`src/rtl/core/pesm_pkg.sv`:
```
// Shared constants, types and state codes for the proximity eye scale smoother.
package pesm_pkg;

	// Field widths.
	localparam int unsigned TIME_W  = 32;
	localparam int unsigned PS_W    = 11;
	localparam int unsigned SCALE_W = 16;
	localparam int unsigned CFG_W   = 16;
	localparam int unsigned CIDX_W  = 3;
	localparam int unsigned IN_W    = 48;
	localparam int unsigned OUT_W   = 32;

	// Divider sizing: the product of an 11-bit offset and a span of at most 32768.
	localparam int unsigned DIV_W   = 26;
	localparam int unsigned DCNT_W  = 5;
	localparam logic [DCNT_W-1:0] DIV_STEPS = 5'd26;

	// Timing and scale constants.
	localparam logic [TIME_W-1:0]  READ_INTERVAL_MS = 32'd120;
	localparam logic [TIME_W-1:0]  SURPRISE_COOL_MS = 32'd4000;
	localparam logic [SCALE_W-1:0] SCALE_ONE        = 16'd16384;
	localparam logic [SCALE_W-1:0] SCALE_MAX_LIMIT  = 16'd49152;
	localparam logic [14:0]        GAIN_GROW        = 15'd29491;
	localparam logic [14:0]        GAIN_SHRINK      = 15'd9830;
	localparam logic [SCALE_W-1:0] SNAP_DIST        = 16'd164;
	localparam logic [PS_W-1:0]    PS_LIMIT         = 11'd2047;
	localparam logic [PS_W:0]      VN_MARGIN        = 12'd50;
	localparam logic [31:0]        ROUND_HALF       = 32'd32768;

	// Register indexes on the configuration port.
	localparam logic [CIDX_W-1:0] CFG_SENSOR_PRESENT = 3'd0;
	localparam logic [CIDX_W-1:0] CFG_ENABLED        = 3'd1;
	localparam logic [CIDX_W-1:0] CFG_NEAR_THRESH    = 3'd2;
	localparam logic [CIDX_W-1:0] CFG_VNEAR_THRESH   = 3'd3;
	localparam logic [CIDX_W-1:0] CFG_MAX_SCALE      = 3'd4;

	// Sequencer states.
	typedef enum logic [2:0] {
		ST_IDLE,
		ST_GATE,
		ST_MUL,
		ST_DIV,
		ST_SMOOTH,
		ST_SNAP,
		ST_EMIT
	} pesm_state_t;

	// Divider response towards the sequencer.
	typedef struct packed {
		logic               done;
		logic [SCALE_W-1:0] quot;
	} pesm_div_rsp_t;

endpackage

```
`src/rtl/core/proximity_eye_scale_smoother.sv`:
```
// Top level of the proximity eye scale smoother: sequencer, state and stream ports.
//
// Channel   Role    Transaction content (lowest bit first)
// s_*       input   now_ms[31:0], ps_sample[42:32], bus_busy[43], zero [47:44]
// m_*       output  sampled[0], scale_updated[1], eye_scale[17:2], surprise[18],
//                   last_raw[29:19], zero [31:30]
// cfg_*     write   cfg_we, cfg_index (register number), cfg_data
//
// A gated or disabled poll goes from the gate check straight to the output register.
// A poll above the near threshold that needs the ratio passes through the 26 steps of
// the shared restoring divider before smoothing; others go from the gate check to smoothing.
// One poll is handled at a time; s_tready is high only while the sequencer is idle.
// The output register holds one result, so a new poll is taken while it waits.
// arst_n clears the sequencer, the output valid flag and all model state at once.
module proximity_eye_scale_smoother (
	input  logic                           clk,
	input  logic                           arst_n,
	input  logic                           s_tvalid,
	output logic                           s_tready,
	input  logic [pesm_pkg::IN_W-1:0]      s_tdata,  // now_ms, ps_sample, bus_busy
	output logic                           m_tvalid,
	input  logic                           m_tready,
	output logic [pesm_pkg::OUT_W-1:0]     m_tdata,  // sampled, scale_updated, eye_scale,
	                                                 // surprise, last_raw
	input  logic                           cfg_we,
	input  logic [pesm_pkg::CIDX_W-1:0]    cfg_index,
	input  logic [pesm_pkg::CFG_W-1:0]     cfg_data
);
	import pesm_pkg::*;

	pesm_state_t state_q, state_d;

	// Configuration registers.
	logic               sensor_q;
	logic               enabled_q;
	logic [PS_W-1:0]    near_q;
	logic [PS_W-1:0]    vnear_q;
	logic [SCALE_W-1:0] maxs_q;

	// Model state.
	logic [TIME_W-1:0]  last_read_q;
	logic [TIME_W-1:0]  last_surp_q;
	logic [SCALE_W-1:0] cur_q;
	logic               was_vn_q;
	logic [PS_W-1:0]    raw_q;

	// Captured poll and working values.
	logic [TIME_W-1:0]  now_q;
	logic [PS_W-1:0]    ps_q;
	logic               busy_q;
	logic [SCALE_W-1:0] target_q;
	logic [SCALE_W-1:0] step_q;
	logic               grow_q;
	logic               sampled_q;
	logic               upd_q;
	logic               surp_q;

	// Output register.
	logic               m_valid_q;
	logic [OUT_W-1:0]   m_data_q;

	// Sequencer outputs.
	logic               in_take;
	logic               div_start;
	logic               out_load;

	// Clamped thresholds and derived quantities.
	logic [PS_W:0]      vn_wide;
	logic [PS_W-1:0]    vn_c;
	logic [SCALE_W-1:0] maxs_c;
	logic [SCALE_W-1:0] span;
	logic [PS_W-1:0]    d_off;
	logic [PS_W-1:0]    r_rng;
	logic               above_near;
	logic               sat_max;
	logic               gated;
	logic               very;
	logic               surp_fire;
	logic [PS_W+SCALE_W-1:0] mul_prod;
	pesm_div_rsp_t      div_rsp;

	// Smoothing path.
	logic               grow;
	logic [SCALE_W-1:0] diff;
	logic [30:0]        smooth_prod;
	logic [31:0]        smooth_sum;
	logic [SCALE_W-1:0] new_cur;
	logic [SCALE_W-1:0] snap_gap;

	// Threshold clamping on use and the gate checks.
	always_comb begin
		vn_wide = {1'b0, vnear_q};
		if (vnear_q <= near_q) begin
			vn_wide = {1'b0, near_q} + VN_MARGIN;
		end
		vn_c = (vn_wide > {1'b0, PS_LIMIT}) ? PS_LIMIT : vn_wide[PS_W-1:0];
		if (maxs_q < SCALE_ONE) begin
			maxs_c = SCALE_ONE;
		end else if (maxs_q > SCALE_MAX_LIMIT) begin
			maxs_c = SCALE_MAX_LIMIT;
		end else begin
			maxs_c = maxs_q;
		end
		span       = maxs_c - SCALE_ONE;
		above_near = ps_q > near_q;
		d_off      = ps_q - near_q;
		r_rng      = vn_c - near_q;
		sat_max    = (r_rng == '0) || (d_off >= r_rng);
		gated      = !sensor_q || busy_q || ((now_q - last_read_q) < READ_INTERVAL_MS);
		very       = ps_q >= vn_c;
		surp_fire  = very && !was_vn_q && ((now_q - last_surp_q) > SURPRISE_COOL_MS);
		mul_prod   = d_off * span;
	end

	// Smoothing step and snap arithmetic.
	always_comb begin
		grow        = target_q > cur_q;
		diff        = grow ? (target_q - cur_q) : (cur_q - target_q);
		smooth_prod = diff * (grow ? GAIN_GROW : GAIN_SHRINK);
		smooth_sum  = {1'b0, smooth_prod} + ROUND_HALF;
		new_cur     = grow_q ? (cur_q + step_q) : (cur_q - step_q);
		snap_gap    = (new_cur > target_q) ? (new_cur - target_q) : (target_q - new_cur);
	end

	// Shared divider for the linear mapping ratio.
	pesm_div u_div (
		.clk      (clk),
		.arst_n   (arst_n),
		.start    (div_start),
		.dividend (mul_prod[DIV_W-1:0]),
		.divisor  (r_rng),
		.rsp      (div_rsp)
	);

	// Next-state logic.
	always_comb begin
		state_d = state_q;
		case (state_q)
			ST_IDLE: begin
				if (s_tvalid) state_d = ST_GATE;
			end
			ST_GATE: begin
				if (gated || !enabled_q) begin
					state_d = ST_EMIT;
				end else if (above_near && !sat_max) begin
					state_d = ST_MUL;
				end else begin
					state_d = ST_SMOOTH;
				end
			end
			ST_MUL: state_d = ST_DIV;
			ST_DIV: begin
				if (div_rsp.done) state_d = ST_SMOOTH;
			end
			ST_SMOOTH: state_d = ST_SNAP;
			ST_SNAP: state_d = ST_EMIT;
			ST_EMIT: begin
				if (!m_valid_q || m_tready) state_d = ST_IDLE;
			end
			default: state_d = ST_IDLE;
		endcase
	end

	// Sequencer control outputs.
	always_comb begin
		in_take   = 1'b0;
		div_start = 1'b0;
		out_load  = 1'b0;
		case (state_q)
			ST_IDLE: in_take   = s_tvalid;
			ST_MUL:  div_start = 1'b1;
			ST_EMIT: out_load  = !m_valid_q || m_tready;
			default: ;
		endcase
	end

	always_ff @(posedge clk or negedge arst_n) begin
		if (!arst_n) begin
			state_q <= ST_IDLE;
		end else begin
			state_q <= state_d;
		end
	end

	// Configuration writes; indexes beyond the list are ignored.
	always_ff @(posedge clk or negedge arst_n) begin
		if (!arst_n) begin
			sensor_q  <= 1'b0;
			enabled_q <= 1'b1;
			near_q    <= 11'd150;
			vnear_q   <= 11'd600;
			maxs_q    <= 16'd26214;
		end else if (cfg_we) begin
			case (cfg_index)
				CFG_SENSOR_PRESENT: sensor_q  <= cfg_data[0];
				CFG_ENABLED:        enabled_q <= cfg_data[0];
				CFG_NEAR_THRESH:    near_q    <= cfg_data[PS_W-1:0];
				CFG_VNEAR_THRESH:   vnear_q   <= cfg_data[PS_W-1:0];
				CFG_MAX_SCALE:      maxs_q    <= cfg_data[SCALE_W-1:0];
				default: ;
			endcase
		end
	end

	// Model state updates along the sequence.
	always_ff @(posedge clk or negedge arst_n) begin
		if (!arst_n) begin
			last_read_q <= '0;
			last_surp_q <= '0;
			cur_q       <= SCALE_ONE;
			was_vn_q    <= 1'b0;
			raw_q       <= '0;
			sampled_q   <= 1'b0;
			upd_q       <= 1'b0;
			surp_q      <= 1'b0;
		end else begin
			case (state_q)
				ST_GATE: begin
					sampled_q <= !gated;
					upd_q     <= 1'b0;
					surp_q    <= 1'b0;
					if (!gated) begin
						last_read_q <= now_q;
						if (!enabled_q) begin
							upd_q    <= cur_q != SCALE_ONE;
							cur_q    <= SCALE_ONE;
							was_vn_q <= 1'b0;
						end else begin
							upd_q    <= 1'b1;
							raw_q    <= ps_q;
							was_vn_q <= very;
							if (surp_fire) begin
								surp_q      <= 1'b1;
								last_surp_q <= now_q;
							end
						end
					end
				end
				ST_SNAP: cur_q <= (snap_gap < SNAP_DIST) ? target_q : new_cur;
				default: ;
			endcase
		end
	end

	// Poll capture and working payload registers.
	always_ff @(posedge clk) begin
		if (in_take) begin
			now_q  <= s_tdata[TIME_W-1:0];
			ps_q   <= s_tdata[TIME_W +: PS_W];
			busy_q <= s_tdata[TIME_W+PS_W];
		end
		case (state_q)
			ST_GATE: target_q <= !above_near ? SCALE_ONE : maxs_c;
			ST_DIV: begin
				if (div_rsp.done) target_q <= SCALE_ONE + div_rsp.quot;
			end
			ST_SMOOTH: begin
				step_q <= smooth_sum[31:16];
				grow_q <= grow;
			end
			default: ;
		endcase
	end

	// Output register separating the result from the downstream stall.
	always_ff @(posedge clk or negedge arst_n) begin
		if (!arst_n) begin
			m_valid_q <= 1'b0;
		end else if (out_load) begin
			m_valid_q <= 1'b1;
		end else if (m_tready) begin
			m_valid_q <= 1'b0;
		end
	end

	always_ff @(posedge clk) begin
		if (out_load) begin
			m_data_q <= {2'b00, raw_q, surp_q, cur_q, upd_q, sampled_q};
		end
	end

	assign s_tready = (state_q == ST_IDLE);
	assign m_tvalid = m_valid_q;
	assign m_tdata  = m_data_q;

endmodule

```
`src/rtl/core/pesm_div.sv`:
```
// Iterative restoring divider, one quotient bit per cycle.
module pesm_div (
	input  logic                         clk,
	input  logic                         arst_n,
	input  logic                         start,
	input  logic [pesm_pkg::DIV_W-1:0]   dividend,
	input  logic [pesm_pkg::PS_W-1:0]    divisor,
	output pesm_pkg::pesm_div_rsp_t      rsp
);
	import pesm_pkg::*;

	logic [DCNT_W-1:0] count_q;
	logic              done_q;
	logic [DIV_W-1:0]  work_q;
	logic [PS_W-1:0]   rem_q;
	logic [PS_W-1:0]   dvs_q;
	logic [PS_W+1:0]   trial;
	logic              qbit;
	logic [PS_W-1:0]   rem_next;

	// Trial subtraction of the divisor from the shifted partial remainder.
	always_comb begin
		trial    = {1'b0, rem_q, work_q[DIV_W-1]} - {2'b00, dvs_q};
		qbit     = ~trial[PS_W+1];
		rem_next = qbit ? trial[PS_W-1:0] : {rem_q[PS_W-2:0], work_q[DIV_W-1]};
	end

	// Step counter and completion pulse.
	always_ff @(posedge clk or negedge arst_n) begin
		if (!arst_n) begin
			count_q <= '0;
			done_q  <= 1'b0;
		end else begin
			done_q <= 1'b0;
			if (start) begin
				count_q <= DIV_STEPS;
			end else if (count_q != '0) begin
				count_q <= count_q - 1'b1;
				if (count_q == DCNT_W'(1)) begin
					done_q <= 1'b1;
				end
			end
		end
	end

	// Working registers: the dividend shifts out as the quotient shifts in.
	always_ff @(posedge clk) begin
		if (start) begin
			work_q <= dividend;
			rem_q  <= '0;
			dvs_q  <= divisor;
		end else if (count_q != '0) begin
			work_q <= {work_q[DIV_W-2:0], qbit};
			rem_q  <= rem_next;
		end
	end

	assign rsp.done = done_q;
	assign rsp.quot = work_q[SCALE_W-1:0];

endmodule
```
`config.mk`:
```
export PLATFORM = sky130hd
export DESIGN_NAME = proximity_eye_scale_smoother
export DESIGN_NICKNAME = d
export VERILOG_FILES = /design/src/rtl/core/pesm_pkg.sv /design/src/rtl/core/proximity_eye_scale_smoother.sv /design/src/rtl/core/pesm_div.sv
export SDC_FILE = /design/constraint.sdc
export NUM_CORES = 2
export LEC_CHECK = 0
export ABC_AREA = 1
export BUFFER_PORTS_ARGS = -buffer_cell sky130_fd_sc_hd__buf_2
export CORE_ASPECT_RATIO = 1.75
export CORE_MARGIN = 2
export CORE_UTILIZATION = 26
export DETAILED_ROUTE_END_ITERATION = 8
export GPL_TIMING_DRIVEN = 0
export PLACE_DENSITY_LB_ADDON = 0.05
export SLEW_MARGIN = 40
export SYNTH_ARGS = -nofsm -noshare
export SYNTH_HDL_FRONTEND = slang
export SYNTH_SLANG_ARGS = --single-unit
```
`constraint.sdc`:
```
create_clock -name clk -period 6.79 [get_ports clk]
set_input_delay 1.0185 -clock clk [delete_from_list [all_inputs] [get_ports clk]]
set_output_delay 1.0185 -clock clk [all_outputs]
set_load 0.02 [all_outputs]
```
==> flow_metrics.tcl <==
set metrics [dict create \
    vias_per_cell 4.49 \
    final.period_utilization_pct 110 \
    cts_max_path_buffers 3 \
    peakVddDrop_v 0.000790 \
    crit_type "flip-flop to flip-flop" \
    wirelength_mm 133 \
    grt_use_total_pct 19.1 \
    synthesis.instances 4702 \
    worstMarginPinSlew_ns 0.873 \
    die_area_um2 139000 \
    worstRegToRegCells 34 \
    cts_tree "built" \
    cts-hold-fix-buffers 0 \
    setup_slack_ns -0.646 \
    dp_cells 6635 \
    crit_fanout 7 \
    synthFlopType "edfxtp_1" \
    drt_iter0_drc 1340 \
    slowest_delay_ns 0.60 \
    area_delta_synth_final_pct 23.2 \
    ys_ff_latch 300 \
    cp_data_arrival_time_ns 7.75 \
    antenna_left 0 \
    slew_viol_final 0 \
    die_height_um 492 \
    powerDensity_nw_per_um2 326 \
    synth.yosys.seq_area_share_pct 23.1 \
    cts-htree-levels 2 \
    clk_latency_ns 0.58 \
    worstReg2RegEnd "step_q[13]" \
    yosysWarnings 0 \
    use_met3_pct 1.26 \
    synth_edf_count 144 \
    nNetsFinal 5771 \
    min_path_type "input pin to async pin" \
    final_common_cell "nand2_1" \
    skew_ns 0.0266 \
    r2r_start "target_q[7]" \
    endpoint_kind "flip-flop" \
    start_util_pct 26.1 \
    critPathMostFrequentCell "fa_1" \
    ys_types 70 \
    finalSetupViolations 24 \
    grt_busiest_layer "met2" \
    route.detailed.wl_per_inst_um 19.4 \
    whs_ns 0.254 \
    root_buffer "clkbuf_16" \
    synthTopCellsByArea "fa_1, ha_1, nand2_1" \
    use_met2_pct 39.7 \
    layoutNonFillerInstCount 6876 \
    violations "setup timing" \
    netlist_area_um2 35400 \
    cts.sinks 300 \
    dpl.hpwl_mm 113 \
    slowest_stage "fa_2" \
    grt_pass1_wl_mm 201 \
    slew_headroom_pct 41.6 \
    layout_min_cycle_time_ns 7.44 \
    startpoint_type "flip-flop" \
    clkTransAtPathRegs_ns 0.06 \
    hold_viol_final 0 \
    drc_errors 0 \
    num_rows 179 \
    antenna_found_initial 2 \
    required_ns 7.11 \
    synth_top_cell_area_share_pct 14.9 \
    first_global_vias 33318 \
    utilization_pct 32.2 \
    synth_area_per_cell_um2 7.54 \
    met1_usage_pct 19.0 \
    drive_above_1_share_pct 18.5 \
    num_vias 30906 \
    rsz0062_at_grt "yes" \
    io_pins 106 \
    maxCapViolCount 0 \
    die_width_um 283 \
    dr.pass1.iters 5 \
    ys_async_sr_fraction_pct 48.3 \
    grt_max_degree 54 \
    p_leak_nw 21.6 \
    placeableCoreArea_um2 136000 \
    fmax_mhz 134 \
    reg2reg_slack_ns -0.65 \
    dp_slack_ns -2.26 \
    portBuffers 99 \
    status "complete, but fails checks" \
    grt_overflow 0 \
    gp_congestion 0.854 \
    final_cell_mix "nand2_1, inv_1, ha_1, nor2_1, fa_1" \
    synth_area_leader_cell "fa_1" \
    numCtsBuffers 38 \
]
final cells by class:
class,count,area [um2]
tap,1810,2260
timing repair buffer,283,2200
multi-input combinational,3351,25300
clock buffer,46,1020
antenna,2,5.00
timing repair inverter,1,8.76
fill,14902,92100
sequential,300,8220
clock inverter,23,275
inverter,991,3800
buffer,69,564
cell usage after synthesis, types with 5 or more instances:
library cell and instances:
nand3_2 5, o31ai_1 12, dfxtp_1 11, a21oi_2 5, o21bai_1 48, or2_2 25, fa_1 263, dfrtp_1 127
o21ai_1 48, nor4_1 16, xnor2_1 41, o211ai_2 5, nand2_4 6, buf_2 17, nor2_2 12, nand4_1 36
clkbuf_1 37, buf_4 7, nor2_1 327, a31oi_1 14, inv_1 970, edfxtp_1 144, o21ai_0 186, nand3_1 192
ha_1 401, inv_2 15, a221oi_1 6, a21o_1 13, xor2_1 101, a21boi_0 5, dfstp_2 18, and2_1 7
o211ai_1 14, nand3b_1 16, nand2_1 1197, nor3_1 42, nand2_2 33, a21oi_1 209, buf_6 8
per-layer routing:
layer	up-vias	routed length (um)
li1	15408	-
met1	14926	47900
met2	388	76500
met3	184	2240
met4	0	6640
met5	-	0
repair_timing:
action                     CTS  global route
setup buffers              119            54
gates resized for setup    395           168
setup endpoints to repair   33            32
gates cloned                 3             2
hold endpoints to repair     0             0
pin swaps                  133           136
logic make-up (layout without fill, tap and decap cells):
group	after synthesis	count (layout)	synth area share, %
AOI/OAI and AO/OA	597	597	9.74
xor gates and xnor gates	142	142	3.51
adders and majority gates	664	664	29.0
buffers and inverters	1064	1413	11.6
DFF	300	300	23.1
muxes	4	4	0.127
other	2	16	0.0212
and+or+nand+nor	1929	1930	22.9
state kept, by name, indices dropped and copies added, names as in the netlist, 16 cells and up:
| signal | count |
|---|---|
| cur_q | 16 |
| last_read_q | 32 |
| last_surp_q | 32 |
| m_tdata | 30 |
| maxs_q | 16 |
| now_q | 32 |
| step_q | 16 |
| target_q | 16 |
| u_div.work_q | 26 |
per-stage QoR:
| step | TNS (ns) | instance area, um2 | total power [W] |
|---|---|---|---|
| after global routing | -14.40 | 43700 | 0.0153 |
| after detailed placement | -49.83 | 38800 | 0.00839 |
| after CTS | -9.55 | 42600 | 0.0134 |
| final | -8.77 | 43700 | 0.0142 |
| after floorplan | -0.288 | 35700 | 0.00658 |
| after global placement | -56.73 | 38500 | 0.00840 |
worst max-delay path: cells and delay by family, from the launching register on:
kind | cells | cell delay, ns
compound gates | 5 | 0.70
xor+xnor | 1 | 0.14
buf+inv | 6 | 0.54
flops | 1 | 0.53
simple gates | 14 | 1.37
fa+ha+maj | 8 | 3.87
how the worst max path moves through the flow:
stage / start / to / cells past startpoint
floorplan: target_q[9] / step_q[15] / 32
global placement: cur_q[9] / step_q[10] / 30
detailed placement: cur_q[9] / step_q[12] / 32
CTS: target_q[9] / step_q[15] / 33
global route: target_q[2] / step_q[15] / 33
finish: target_q[7] / step_q[13] / 34
power breakdown:
group          leakage, nW  internal, W  switching, W
clock network        0.633      0.00127      0.000896
logic                 17.7      0.00446       0.00554
registers             3.28      0.00200     0.0000587
total                 21.6      0.00773       0.00649
Note: power is estimated with default switching activity, not from simulation.
